--- src/hw/rtl/qmva_pkg.sv ---
package qmva_pkg;

   // job length limits and the counter widths that follow from them
   localparam int MAX_IN_LEN   = 4096;
   localparam int MAX_BATCH    = 256;
   localparam int MAX_OUT_ROWS = 4096;

   localparam int ELEM_W  = $clog2(MAX_IN_LEN);
   localparam int LEN_W   = ELEM_W + 1;
   localparam int BATCH_W = $clog2(MAX_BATCH);
   localparam int NB_W    = BATCH_W + 1;
   localparam int ROW_W   = $clog2(MAX_OUT_ROWS);
   localparam int NR_W    = ROW_W + 1;

   // register field widths
   localparam int IN_LEN_W     = 13;
   localparam int BATCH_ROWS_W = 9;
   localparam int OUT_START_W  = 12;
   localparam int OUT_COUNT_W  = 13;
   localparam int OUT_STRIDE_W = 13;

   localparam int CSR_IDX_W  = 3;
   localparam int CSR_DATA_W = 13;

   localparam int ACC_W   = 48;
   localparam int PROD_W  = 64;
   localparam int MAG_W   = 40;
   localparam int INDEX_W = 20;
   localparam int WROW_W  = 13;

   localparam logic [CSR_IDX_W-1:0] CSR_WEIGHT_FORMAT  = 3'd0;
   localparam logic [CSR_IDX_W-1:0] CSR_IN_LEN         = 3'd1;
   localparam logic [CSR_IDX_W-1:0] CSR_BATCH_ROWS     = 3'd2;
   localparam logic [CSR_IDX_W-1:0] CSR_OUT_START      = 3'd3;
   localparam logic [CSR_IDX_W-1:0] CSR_OUT_COUNT      = 3'd4;
   localparam logic [CSR_IDX_W-1:0] CSR_OUT_STRIDE     = 3'd5;
   localparam logic [CSR_IDX_W-1:0] CSR_SCALES_PRESENT = 3'd6;

   localparam logic signed [15:0] ONE_Q12 = 16'sd4096;

   typedef enum logic [1:0] {
      FMT_Q412   = 2'd0,
      FMT_INT8   = 2'd1,
      FMT_NIB4   = 2'd2,
      FMT_CRUMB2 = 2'd3
   } fmt_type;

   typedef enum logic [1:0] {
      ST_ACCEPT,
      ST_MUL,
      ST_RND,
      ST_SAT
   } state_type;

   typedef struct packed {
      logic signed [15:0] activation;
      logic [15:0]        weight_word;
      logic signed [15:0] weight_scale;
   } req_type;

   typedef struct packed {
      logic signed [31:0] dot_result;
      logic [INDEX_W-1:0] result_index;
      logic [WROW_W-1:0]  weight_row;
      logic               saturated;
      logic               job_done;
   } rsp_type;

   // effective job setup, lengths already clamped
   typedef struct packed {
      fmt_type                 fmt;
      logic [LEN_W-1:0]        len;
      logic [NB_W-1:0]         nb;
      logic [NR_W-1:0]         nr;
      logic [OUT_START_W-1:0]  out_start;
      logic [OUT_STRIDE_W-1:0] out_stride;
      logic                    scales_present;
   } cfg_type;

   typedef struct packed {
      logic mac;
      logic finish;
      logic mul;
      logic rnd;
      logic load;
   } cmd_type;

   typedef struct packed {
      logic last_element;
      logic out_free;
   } status_type;

endpackage

--- src/hw/rtl/qmva_csr.sv ---
module qmva_csr (
   input  logic                             clock,
   input  logic                             reset,
   input  logic                             csr_we,
   input  logic [qmva_pkg::CSR_IDX_W-1:0]   csr_index,
   input  logic [qmva_pkg::CSR_DATA_W-1:0]  csr_wdata,
   output qmva_pkg::cfg_type                cfg
);

   qmva_pkg::fmt_type                       fmt_ff, fmt_in;
   logic [qmva_pkg::IN_LEN_W-1:0]           in_len_ff, in_len_in;
   logic [qmva_pkg::BATCH_ROWS_W-1:0]       batch_rows_ff, batch_rows_in;
   logic [qmva_pkg::OUT_START_W-1:0]        out_start_ff, out_start_in;
   logic [qmva_pkg::OUT_COUNT_W-1:0]        out_count_ff, out_count_in;
   logic [qmva_pkg::OUT_STRIDE_W-1:0]       out_stride_ff, out_stride_in;
   logic                                    scales_ff, scales_in;

   always_comb begin
      fmt_in        = fmt_ff;
      in_len_in     = in_len_ff;
      batch_rows_in = batch_rows_ff;
      out_start_in  = out_start_ff;
      out_count_in  = out_count_ff;
      out_stride_in = out_stride_ff;
      scales_in     = scales_ff;
      if (csr_we) begin
         case (csr_index)
            qmva_pkg::CSR_WEIGHT_FORMAT:
               fmt_in = qmva_pkg::fmt_type'(csr_wdata[1:0]);
            qmva_pkg::CSR_IN_LEN:
               in_len_in = csr_wdata[qmva_pkg::IN_LEN_W-1:0];
            qmva_pkg::CSR_BATCH_ROWS:
               batch_rows_in = csr_wdata[qmva_pkg::BATCH_ROWS_W-1:0];
            qmva_pkg::CSR_OUT_START:
               out_start_in = csr_wdata[qmva_pkg::OUT_START_W-1:0];
            qmva_pkg::CSR_OUT_COUNT:
               out_count_in = csr_wdata[qmva_pkg::OUT_COUNT_W-1:0];
            qmva_pkg::CSR_OUT_STRIDE:
               out_stride_in = csr_wdata[qmva_pkg::OUT_STRIDE_W-1:0];
            qmva_pkg::CSR_SCALES_PRESENT:
               scales_in = csr_wdata[0];
            default: ;
         endcase
      end
   end

   always_ff @(posedge clock) begin
      if (reset) begin
         fmt_ff        <= qmva_pkg::FMT_Q412;
         in_len_ff     <= qmva_pkg::IN_LEN_W'(1);
         batch_rows_ff <= qmva_pkg::BATCH_ROWS_W'(1);
         out_start_ff  <= '0;
         out_count_ff  <= qmva_pkg::OUT_COUNT_W'(1);
         out_stride_ff <= qmva_pkg::OUT_STRIDE_W'(1);
         scales_ff     <= 1'b1;
      end else begin
         fmt_ff        <= fmt_in;
         in_len_ff     <= in_len_in;
         batch_rows_ff <= batch_rows_in;
         out_start_ff  <= out_start_in;
         out_count_ff  <= out_count_in;
         out_stride_ff <= out_stride_in;
         scales_ff     <= scales_in;
      end
   end

   // zero acts as one, anything above the limit acts as the limit
   always_comb begin
      cfg.fmt            = fmt_ff;
      cfg.out_start      = out_start_ff;
      cfg.out_stride     = out_stride_ff;
      cfg.scales_present = scales_ff;

      if (in_len_ff == '0)
         cfg.len = qmva_pkg::LEN_W'(1);
      else if (in_len_ff > qmva_pkg::IN_LEN_W'(qmva_pkg::MAX_IN_LEN))
         cfg.len = qmva_pkg::LEN_W'(qmva_pkg::MAX_IN_LEN);
      else
         cfg.len = qmva_pkg::LEN_W'(in_len_ff);

      if (batch_rows_ff == '0)
         cfg.nb = qmva_pkg::NB_W'(1);
      else if (batch_rows_ff > qmva_pkg::BATCH_ROWS_W'(qmva_pkg::MAX_BATCH))
         cfg.nb = qmva_pkg::NB_W'(qmva_pkg::MAX_BATCH);
      else
         cfg.nb = qmva_pkg::NB_W'(batch_rows_ff);

      if (out_count_ff == '0)
         cfg.nr = qmva_pkg::NR_W'(1);
      else if (out_count_ff > qmva_pkg::OUT_COUNT_W'(qmva_pkg::MAX_OUT_ROWS))
         cfg.nr = qmva_pkg::NR_W'(qmva_pkg::MAX_OUT_ROWS);
      else
         cfg.nr = qmva_pkg::NR_W'(out_count_ff);
   end

endmodule

--- src/hw/rtl/qmva_ctrl.sv ---
module qmva_ctrl (
   input  logic                 clock,
   input  logic                 reset,
   input  logic                 req_valid,
   output logic                 req_ready,
   input  qmva_pkg::status_type status,
   output qmva_pkg::cmd_type    cmd
);

   qmva_pkg::state_type state_ff, state_in;

   always_ff @(posedge clock) begin
      if (reset) begin
         state_ff <= qmva_pkg::ST_ACCEPT;
      end else begin
         state_ff <= state_in;
      end
   end

   always_comb begin
      state_in   = state_ff;
      req_ready  = 1'b0;
      cmd        = '0;
      case (state_ff)
         qmva_pkg::ST_ACCEPT: begin
            req_ready  = 1'b1;
            cmd.mac    = req_valid;
            cmd.finish = req_valid && status.last_element;
            if (req_valid && status.last_element) begin
               state_in = qmva_pkg::ST_MUL;
            end
         end
         qmva_pkg::ST_MUL: begin
            cmd.mul  = 1'b1;
            state_in = qmva_pkg::ST_RND;
         end
         qmva_pkg::ST_RND: begin
            cmd.rnd  = 1'b1;
            state_in = qmva_pkg::ST_SAT;
         end
         qmva_pkg::ST_SAT: begin
            // hold the finished value until the output register can take it
            if (status.out_free) begin
               cmd.load = 1'b1;
               state_in = qmva_pkg::ST_ACCEPT;
            end
         end
         default: begin
            state_in = qmva_pkg::ST_ACCEPT;
         end
      endcase
   end

endmodule

--- src/hw/rtl/qmva_dp.sv ---
module qmva_dp (
   input  logic                 clock,
   input  logic                 reset,
   input  qmva_pkg::cfg_type    cfg,
   input  qmva_pkg::cmd_type    cmd,
   output qmva_pkg::status_type status,
   input  qmva_pkg::req_type    req_data,
   output logic                 rsp_valid,
   input  logic                 rsp_ready,
   output qmva_pkg::rsp_type    rsp_data
);

   logic signed [qmva_pkg::ACC_W-1:0]   acc_ff, acc_in;
   logic [qmva_pkg::ELEM_W-1:0]         elem_ff, elem_in;
   logic [qmva_pkg::BATCH_W-1:0]        batch_ff, batch_in;
   logic [qmva_pkg::ROW_W-1:0]          row_ff, row_in;

   logic signed [qmva_pkg::ACC_W-1:0]   sum_ff, sum_in;
   logic signed [15:0]                  scale_ff, scale_in;
   logic [qmva_pkg::BATCH_W-1:0]        pend_batch_ff, pend_batch_in;
   logic [qmva_pkg::ROW_W-1:0]          pend_row_ff, pend_row_in;
   logic                                pend_done_ff, pend_done_in;

   logic signed [qmva_pkg::PROD_W-1:0]  prod_ff, prod_in;
   logic [qmva_pkg::INDEX_W-1:0]        index_ff, index_in;
   logic [qmva_pkg::WROW_W-1:0]         wrow_ff, wrow_in;

   logic                                neg_ff, neg_in;
   logic [qmva_pkg::MAG_W-1:0]          mag_ff, mag_in;

   logic                                rsp_valid_ff, rsp_valid_in;
   qmva_pkg::rsp_type                   rsp_ff, rsp_in;

   logic signed [15:0]                  wval;
   logic [3:0]                          nib;
   logic [1:0]                          crumb;
   logic signed [31:0]                  elem_prod;
   logic signed [qmva_pkg::ACC_W-1:0]   term;
   logic                                batch_last;
   logic                                row_last;
   logic [qmva_pkg::PROD_W-1:0]         abs_prod;
   logic [qmva_pkg::PROD_W-1:0]         rnd_sum;
   logic [20:0]                         index_full;
   logic                                sat;
   logic signed [31:0]                  q;

   // weight decode, the element index picks the packed field
   always_comb begin
      nib   = elem_ff[0] ? req_data.weight_word[7:4] : req_data.weight_word[3:0];
      case (elem_ff[1:0])
         2'd0:    crumb = req_data.weight_word[1:0];
         2'd1:    crumb = req_data.weight_word[3:2];
         2'd2:    crumb = req_data.weight_word[5:4];
         default: crumb = req_data.weight_word[7:6];
      endcase
      case (cfg.fmt)
         qmva_pkg::FMT_Q412:
            wval = $signed(req_data.weight_word);
         qmva_pkg::FMT_INT8:
            wval = $signed({{8{req_data.weight_word[7]}}, req_data.weight_word[7:0]});
         qmva_pkg::FMT_NIB4:
            wval = $signed({12'b0, nib}) - 16'sd8;
         default:
            wval = $signed({14'b0, crumb}) - 16'sd2;
      endcase
      elem_prod = req_data.activation * wval;
      // integer formats carry the weight as an integer, bring it to Q.24
      if (cfg.fmt == qmva_pkg::FMT_Q412)
         term = {{16{elem_prod[31]}}, elem_prod};
      else
         term = {{4{elem_prod[31]}}, elem_prod, 12'b0};
   end

   assign status.last_element =
      ({1'b0, elem_ff} + qmva_pkg::LEN_W'(1)) >= cfg.len;
   assign batch_last = ({1'b0, batch_ff} + qmva_pkg::NB_W'(1)) >= cfg.nb;
   assign row_last   = ({1'b0, row_ff} + qmva_pkg::NR_W'(1)) >= cfg.nr;
   assign status.out_free = !rsp_valid_ff || rsp_ready;

   assign abs_prod   = prod_ff[qmva_pkg::PROD_W-1] ? -prod_ff : prod_ff;
   assign rnd_sum    = abs_prod + qmva_pkg::PROD_W'(64'h80_0000);
   assign index_full = {13'b0, pend_batch_ff} * {8'b0, cfg.out_stride}
                       + {9'b0, pend_row_ff};

   // saturate the rounded magnitude to the signed 32-bit range
   always_comb begin
      if (neg_ff) begin
         sat = mag_ff > qmva_pkg::MAG_W'(40'h80000000);
         q   = sat ? 32'sh80000000 : -$signed(mag_ff[31:0]);
      end else begin
         sat = mag_ff > qmva_pkg::MAG_W'(40'h7fffffff);
         q   = sat ? 32'sh7fffffff : $signed(mag_ff[31:0]);
      end
   end

   always_comb begin
      acc_in        = acc_ff;
      elem_in       = elem_ff;
      batch_in      = batch_ff;
      row_in        = row_ff;
      sum_in        = sum_ff;
      scale_in      = scale_ff;
      pend_batch_in = pend_batch_ff;
      pend_row_in   = pend_row_ff;
      pend_done_in  = pend_done_ff;
      prod_in       = prod_ff;
      index_in      = index_ff;
      wrow_in       = wrow_ff;
      neg_in        = neg_ff;
      mag_in        = mag_ff;
      rsp_in        = rsp_ff;
      rsp_valid_in  = rsp_valid_ff;

      if (cmd.mac) begin
         if (cmd.finish) begin
            acc_in        = '0;
            elem_in       = '0;
            sum_in        = acc_ff + term;
            scale_in      = (cfg.fmt != qmva_pkg::FMT_Q412 && cfg.scales_present)
                            ? req_data.weight_scale : qmva_pkg::ONE_Q12;
            pend_batch_in = batch_ff;
            pend_row_in   = row_ff;
            pend_done_in  = batch_last && row_last;
            if (batch_last) begin
               batch_in = '0;
               row_in   = row_last ? '0 : row_ff + qmva_pkg::ROW_W'(1);
            end else begin
               batch_in = batch_ff + qmva_pkg::BATCH_W'(1);
            end
         end else begin
            acc_in  = acc_ff + term;
            elem_in = elem_ff + qmva_pkg::ELEM_W'(1);
         end
      end

      if (cmd.mul) begin
         prod_in  = sum_ff * scale_ff;
         index_in = index_full[qmva_pkg::INDEX_W-1:0];
         wrow_in  = {1'b0, cfg.out_start} + {1'b0, pend_row_ff};
      end

      // round half away from zero on the magnitude
      if (cmd.rnd) begin
         neg_in = prod_ff[qmva_pkg::PROD_W-1];
         mag_in = rnd_sum[qmva_pkg::PROD_W-1:24];
      end

      if (cmd.load) begin
         rsp_in.dot_result   = q;
         rsp_in.result_index = index_ff;
         rsp_in.weight_row   = wrow_ff;
         rsp_in.saturated    = sat;
         rsp_in.job_done     = pend_done_ff;
         rsp_valid_in        = 1'b1;
      end else if (rsp_ready) begin
         rsp_valid_in = 1'b0;
      end
   end

   always_ff @(posedge clock) begin
      if (reset) begin
         acc_ff       <= '0;
         elem_ff      <= '0;
         batch_ff     <= '0;
         row_ff       <= '0;
         rsp_valid_ff <= 1'b0;
      end else begin
         acc_ff       <= acc_in;
         elem_ff      <= elem_in;
         batch_ff     <= batch_in;
         row_ff       <= row_in;
         rsp_valid_ff <= rsp_valid_in;
      end
   end

   always_ff @(posedge clock) begin
      sum_ff        <= sum_in;
      scale_ff      <= scale_in;
      pend_batch_ff <= pend_batch_in;
      pend_row_ff   <= pend_row_in;
      pend_done_ff  <= pend_done_in;
      prod_ff       <= prod_in;
      index_ff      <= index_in;
      wrow_ff       <= wrow_in;
      neg_ff        <= neg_in;
      mag_ff        <= mag_in;
      rsp_ff        <= rsp_in;
   end

   assign rsp_valid = rsp_valid_ff;
   assign rsp_data  = rsp_ff;

endmodule

--- src/hw/rtl/quantized_matvec_accumulator.sv ---
// Quantized matrix-vector accumulator. Each transfer on the req channel carries one
// activation, its weight word and the current row scale; the weight is decoded per
// weight_format and multiply-accumulated into a 48-bit Q.24 sum. Elements that do not
// end a dot product are taken one per cycle. The last element of a dot product passes
// through accumulate, scale multiply, round and saturate into the output register before
// the next transfer is accepted, and waits while the output register is still held by
// an untaken result; that scaling sequence sets the rate at row ends. One rsp transfer
// follows each completed dot product, with job_done set on the last one of the job.
// Configuration registers are written through csr_we/csr_index/csr_wdata and take
// effect immediately; write them only while no dot product is in flight.
module quantized_matvec_accumulator (
   input  logic                             clock,
   input  logic                             reset,
   input  logic                             req_valid,
   output logic                             req_ready,
   input  qmva_pkg::req_type                req_data,
   output logic                             rsp_valid,
   input  logic                             rsp_ready,
   output qmva_pkg::rsp_type                rsp_data,
   input  logic                             csr_we,
   input  logic [qmva_pkg::CSR_IDX_W-1:0]   csr_index,
   input  logic [qmva_pkg::CSR_DATA_W-1:0]  csr_wdata
);

   qmva_pkg::cfg_type    cfg;
   qmva_pkg::cmd_type    cmd;
   qmva_pkg::status_type status;

   qmva_csr u_csr (
      .clock     (clock),
      .reset     (reset),
      .csr_we    (csr_we),
      .csr_index (csr_index),
      .csr_wdata (csr_wdata),
      .cfg       (cfg)
   );

   qmva_ctrl u_ctrl (
      .clock     (clock),
      .reset     (reset),
      .req_valid (req_valid),
      .req_ready (req_ready),
      .status    (status),
      .cmd       (cmd)
   );

   qmva_dp u_dp (
      .clock     (clock),
      .reset     (reset),
      .cfg       (cfg),
      .cmd       (cmd),
      .status    (status),
      .req_data  (req_data),
      .rsp_valid (rsp_valid),
      .rsp_ready (rsp_ready),
      .rsp_data  (rsp_data)
   );

   // a new result never overwrites one that is still waiting
   assert property (@(posedge clock) disable iff (reset)
      cmd.load |-> (!rsp_valid || rsp_ready))
      else $error("result loaded over a pending result");

   // the transfer that ends a dot product stalls the input for the scaling steps
   assert property (@(posedge clock) disable iff (reset)
      (req_valid && req_ready && status.last_element) |=> !req_ready)
      else $error("input accepted during scaling");

   // a clipped result sits at one of the two range limits
   assert property (@(posedge clock) disable iff (reset)
      (rsp_valid && rsp_data.saturated) |->
         (rsp_data.dot_result == 32'sh7fffffff || rsp_data.dot_result == 32'sh80000000))
      else $error("saturated flag without a clipped value");

endmodule

--- config.mk ---
export PLATFORM = sky130hd
export DESIGN_NAME = quantized_matvec_accumulator
export DESIGN_NICKNAME = d
export VERILOG_FILES = /design/src/hw/rtl/qmva_pkg.sv /design/src/hw/rtl/qmva_csr.sv /design/src/hw/rtl/qmva_ctrl.sv /design/src/hw/rtl/qmva_dp.sv /design/src/hw/rtl/quantized_matvec_accumulator.sv
export SDC_FILE = /design/constraint.sdc
export NUM_CORES = 2
export LEC_CHECK = 0
export BUFFER_PORTS_ARGS = -buffer_cell sky130_fd_sc_hd__buf_2
export CAP_MARGIN = 5
export CORE_MARGIN = 2
export CORE_UTILIZATION = 45
export CTS_CLUSTER_SIZE = 10
export DETAILED_ROUTE_END_ITERATION = 10
export SYNTH_ARGS = -nofsm -noshare
export SYNTH_HDL_FRONTEND = slang
export SYNTH_SLANG_ARGS = --single-unit
--- constraint.sdc ---
create_clock -name clock -period 12.3 [get_ports clock]
set_clock_uncertainty 0.1 [all_clocks]
set_input_delay 2.46 -clock clock [delete_from_list [all_inputs] [get_ports clock]]
set_output_delay 2.46 -clock clock [all_outputs]
set_load 0.005 [all_outputs]
After elaboration in Yosys (flattened, before gate mapping)
Index checks and enable logic that the tools add are counted.
- $add $sub $neg: 14
- $mul: 3
- eq/ne operators: 15
- mux-type cells: 30
- $lt $le $gt $ge: 8
- reduce and logical (&&, ||, !) cells: 24
- operators with widths (kind ; number):
    $mux W32 ; 3
    $add A64 B24 Y64 const B ; 1
    $mul A48 B16 Y64 ; 1
    $mux W64 ; 1
    $neg A64 Y64 ; 1
    $mux W13 ; 4
    $add A48 B44 Y48 ; 1
    $mux W48 ; 1
    $pmux W16 S3 ; 1
    $mux W43 ; 1
    $gt A40 B31 Y1 const B ; 1
    $gt A40 B32 Y1 const B ; 1
    $mul A16 B16 Y32 ; 1
    $neg A32 Y32 ; 1
    $add A12 B1 Y13 const B ; 2
    $ge A13 B13 Y1 ; 2
    $gt A13 B13 Y1 const B ; 2
    $logic_not A13 Y1 ; 2
    $add A12 B1 Y12 const B ; 2
    $mux W12 ; 2
    $add A20 B12 Y20 ; 1
    $mul A8 B13 Y20 ; 1
    $mux W9 ; 2
    $reduce_and A2 Y1 ; 9
    other kinds (28) ; 50
- bits in registers: 436
- word-level logic and storage cells: 122
- input bits: 69

Logic depth before layout (Yosys ltp)
- word-level depth: 8
- mapped depth: 47

Modules after synthesis
A second synthesis with hierarchy kept.
- cell total of the unflattened synthesis: 6632
- area total of the unflattened synthesis: 61372.6 sq um
- modules (own cells, without submodules) (module ; instances ; cells an instance ; area an instance (sq um)):
    qmva_dp ; 1 ; 6291 ; 58568.7
    qmva_csr ; 1 ; 320 ; 2612.5
    qmva_ctrl ; 1 ; 21 ; 191.4

Least setup slack after synthesis
OpenSTA, ideal clock, no wires.
- kind: input to register
- from: input port req_data[21] in the netlist's numbering
- to: register u_dp.acc_ff[45] in the netlist's numbering
- data required time: 12083 ps
- data arrival time: 11396 ps
- stages on the path: 42
- library setup time: 117 ps
- buffers on the path: 3
- path slack: 687 ps
- path through: a222oi_1 o21ai_0 and3_1 clkbuf_1 nor2_1 clkbuf_1 and2_1 fa_1 inv_1 fa_1 fa_1 fa_1 inv_1 fa_1 inv_1 fa_1 inv_1 ha_1 (+6 left out) a31oi_1 o21a_1 xnor2_1 nand2_1 o21ai_0 ha_1 clkbuf_1 a21oi_1 o21ai_0 a211oi_1 a2111oi_0 nand2_1 and2_1 a21oi_1 a221o_1 a221oi_1 xnor2_1 a22o_1
- word-level cells in the longest chain between the ends: 7
- elaborated cells between the ends (all ways): 9
- those cells by class: add/sub (3); mul (1); mux (5)
- ends and longest elaborated chain (element ; RTL line ; text):
    start: declaration ; quantized_matvec_accumulator.sv:16 ; input qmva_pkg::req_type req_data,
    $mux W4 or $pmux W2 S3 (tied branches) ; qmva_dp.sv:49, qmva_dp.sv:50 ;
    $sub A4 B4 Y5 or $sub A2 B2 Y3 (tied branches) ; qmva_dp.sv:62, qmva_dp.sv:64 ;
    $pmux W16 S3 * ; qmva_dp.sv:56 ; case (cfg.fmt)
    $mul A16 B16 Y32 * ; qmva_dp.sv:66 ; elem_prod = req_data.activation * wval;
    $mux W43 ; qmva_dp.sv:68 ; if (cfg.fmt == qmva_pkg::FMT_Q412)
    $add A48 B44 Y48 * ; qmva_dp.sv:131 ; acc_in = acc_ff + term;
    $mux W48 * ; qmva_dp.sv:115 ; if (cmd.finish) begin
    end signal: assignment ; qmva_dp.sv:168 ; acc_ff <= acc_in;
    end: declaration ; qmva_dp.sv:13 ; logic signed [qmva_pkg::ACC_W-1:0] acc_ff, acc_in;
Every way passes the cells marked *; elsewhere a longest branch is shown, timed or not.
A chain may end at the register's enable or synchronous reset.

Final worst setup path
- from: input port req_data[21] in the netlist's numbering
- to: register u_dp.acc_ff[44] in the netlist's numbering
The elaborated chain is that of the path after synthesis.

==> results.tsv <==
metric	value	unit
Syn Nets	8121	
# rows	135	
Reg2Reg Capture Point	u_dp.acc_ff[44]	
Post-Layout Inst Area	65200	sq um
dominant synthesized flop cell	edfxtp_1	
I/O pin count	138	
H-tree levels	2	
YS warnings	0	
EDFF count, synth	290	
cts bufs inserted	54	
clock buffer depth	3	
non-filler instance count after layout	8419	
worst r2r src	u_dp.elem_ff[0]	
final wirelength	158000	um
Crit Path Max Fanout	10	
WHS Path Cells	0	
drt pass-1 iters	6	
register area share after synthesis	0.190	
Crit-path slowest cell	fa_1	
largest net degree at the start of global routing	84	
Vias	45000	
element type at the critical path end	register	
P&R area growth vs syn	6.72	%
Post-DP Area	63500	sq um
final setup fails	0	
WS Path Type	in2reg	
Min-Delay Endpoint	u_dp.rsp_data[18]	
clock slew at reported path FFs	50	ps
die area	139000	sq um
Die Wd	372	um
Final Hold Viols	0	
Synth Area per Inst	9.22	sq um
CP top delay family	adder cells	
Hold Path Class	reg2reg	
Synth area leaders	fa_1 34%, edfxtp_1 14%, ha_1 7.7%	
vias in the first global route	47600	
fmax	85.8	MHz
period utilisation layout	0.948	
worst reg-to-reg path cell count	40	
ys async rst share	0	
# port buffers	137	
Die Ht	372	um
Worst EP required	12750	ps
Yosys reg bits	436	
initial antenna violation count	4	
CORE AREA	135000	sq um
area share of the largest cell type after synthesis	0.344	
area leader, netlist	fa_1	
drt via density	5.35	
final net count	8095	
Cell Area, Synth	61100	sq um
GR Util All Layers	0.235	
Max-Cap Viols	0	
Placed Instances	8323	
final core utilization	0.482	
DR WL/cell	18.7	um
Tmin final	11650	ps
setup tns final	0	ps
# clock sinks	436	
Bufs and invs on worst path	8	
Worst EP arrival	12110	ps
distinct cell type count after synthesis	91	
hold_sp	u_dp.index_ff[3]	
status	completed	
Rel. slew slack	0.240	
Root Buffer	clkbuf_16	
CTS tree	yes	
CP Launch Type	primary input	
first-pass GRT wire length	258000	um
R2R Setup Slk	1550	ps
Critical Path Max Stage Delay	650	ps
HPWL Detailed	120000	um
Fillers	12900	
GP Congestion	0.894	
DR DRC count	0	
Clock Latency Late Sink	680	ps
grt total ovfl	0	
crit-path most repeated cell	fa_1	
Post-Syn Instances	6625	
Final ANT Viol Nets	0	
layout cells sized above 1	0.0520	
Starting Density	0.452	
final slew viol count	0	
initial drt markers	3105	
Tightest Pin Transition	1140	ps
[how the worst max path moves through the flow]
| stage | startpoint | end | slack [ps] | cells after the start |
|---|---|---|---|---|
| 6_report | req_data[21] | u_dp.acc_ff[44] | 650 | 39 |
| 5_1_grt | req_data[21] | u_dp.acc_ff[45] | -50 | 40 |
| 4_1_cts | req_data[21] | u_dp.acc_ff[45] | 400 | 39 |
| 3_5_place_dp | req_data[21] | u_dp.acc_ff[45] | -300 | 39 |
| 3_3_place_gp | req_data[21] | u_dp.acc_ff[45] | -140 | 37 |
| 2_1_floorplan | req_data[21] | u_dp.acc_ff[45] | 690 | 42 |
[registers in the layout (all words and copies together), names as in the netlist, 2 cells and up]
register and flops:
u_dp.acc_ff 48, u_csr.batch_rows_ff 9, u_dp.index_ff 20, u_dp.wrow_ff 13, u_dp.elem_ff 12, u_ctrl.state_ff 2, u_dp.prod_ff 64, u_dp.pend_batch_ff 8
u_dp.batch_ff 8, u_dp.pend_row_ff 12, u_csr.out_count_ff 13, u_dp.mag_ff 40, u_dp.sum_ff 48, u_csr.fmt_ff 2, u_csr.out_start_ff 12, u_csr.out_stride_ff 13
u_dp.rsp_data 67, u_csr.in_len_ff 13, u_dp.row_ff 12, u_dp.scale_ff 16
[layout by cell type, fill, tap and decap left out, drive strengths merged, types with 180 or more instances in the layout]
master,instances
edfxtp,290
xnor2,180
nor2,208
nand2,1033
buf,223
a21oi,269
fa,1051
o21ai,185
inv,1191
ha,376
and2,437
[logic make-up after synthesis]
family	Yosys count	share of synthesized area
simple gates	2162	0.170
buf+inv	1496	0.0923
fa+ha+maj	1428	0.422
compound gates	828	0.0855
flops	436	0.190
xor+xnor	261	0.0374
mux	14	0.00231
[through the flow]
| stage | setup slack, ps | hold WS (ps) |
|---|---|---|
| detailed placement | -298 | 306 |
| finish | 645 | 318 |
| CTS | 404 | 319 |
| global route | -46.4 | 323 |
| floorplan | 687 | 300 |
| global placement | -141 | 305 |
[synthesized netlist by cell type (18+ instances only)]
| master | count |
|---|---|
| a21oi_1 | 269 |
| nor2b_1 | 29 |
| or3_1 | 34 |
| nand3_1 | 84 |
| nand2b_1 | 84 |
| o21bai_1 | 24 |
| nand4_1 | 31 |
| xor2_1 | 81 |
| clkbuf_1 | 291 |
| xnor2_1 | 180 |
| and3_1 | 51 |
| nor2_1 | 207 |
| a31oi_1 | 26 |
| a22o_1 | 18 |
| nand2_1 | 1033 |
| fa_1 | 1051 |
| a211oi_1 | 19 |
| dfxtp_1 | 146 |
| and2_1 | 436 |
| nor4_1 | 27 |
| o21a_1 | 29 |
| o311ai_0 | 19 |
| nor3_1 | 64 |
| ha_1 | 376 |
| o21ai_0 | 183 |
| nand3b_1 | 18 |
| a21o_1 | 95 |
| edfxtp_1 | 290 |
| inv_1 | 1188 |
[routing by layer]
metal	wire, um	vias up	global-route usage
met1	69400	22800	0.320
met2	75200	1253	0.395
met4	3630	2	0.0566
met5	11	-	0
met3	9510	211	0.0348
li1	-	20700	-
[layout make-up]
type,instances,area [sq um],share of cell area
Tap cell,1781,2230,0.0342
Antenna cell,1,2.50,0.0000384
Inverter,1191,4470,0.0686
Timing Repair Buffer,223,1330,0.0205
Multi-Input combinational cell,4693,43900,0.673
Clock inverter,14,176,0.00271
Sequential cell,436,11600,0.178
Clock buffer,80,1470,0.0225
[what timing repair did]
item,CTS,global route
hold buffers,0,0
setup endpoints to repair,0,16
buffers inserted,0,1
gates resized for setup,0,8
Power is left out: the tool's default activity adds up to more than one toggle a clock period on the data nets, which glitch-free logic cannot reach.
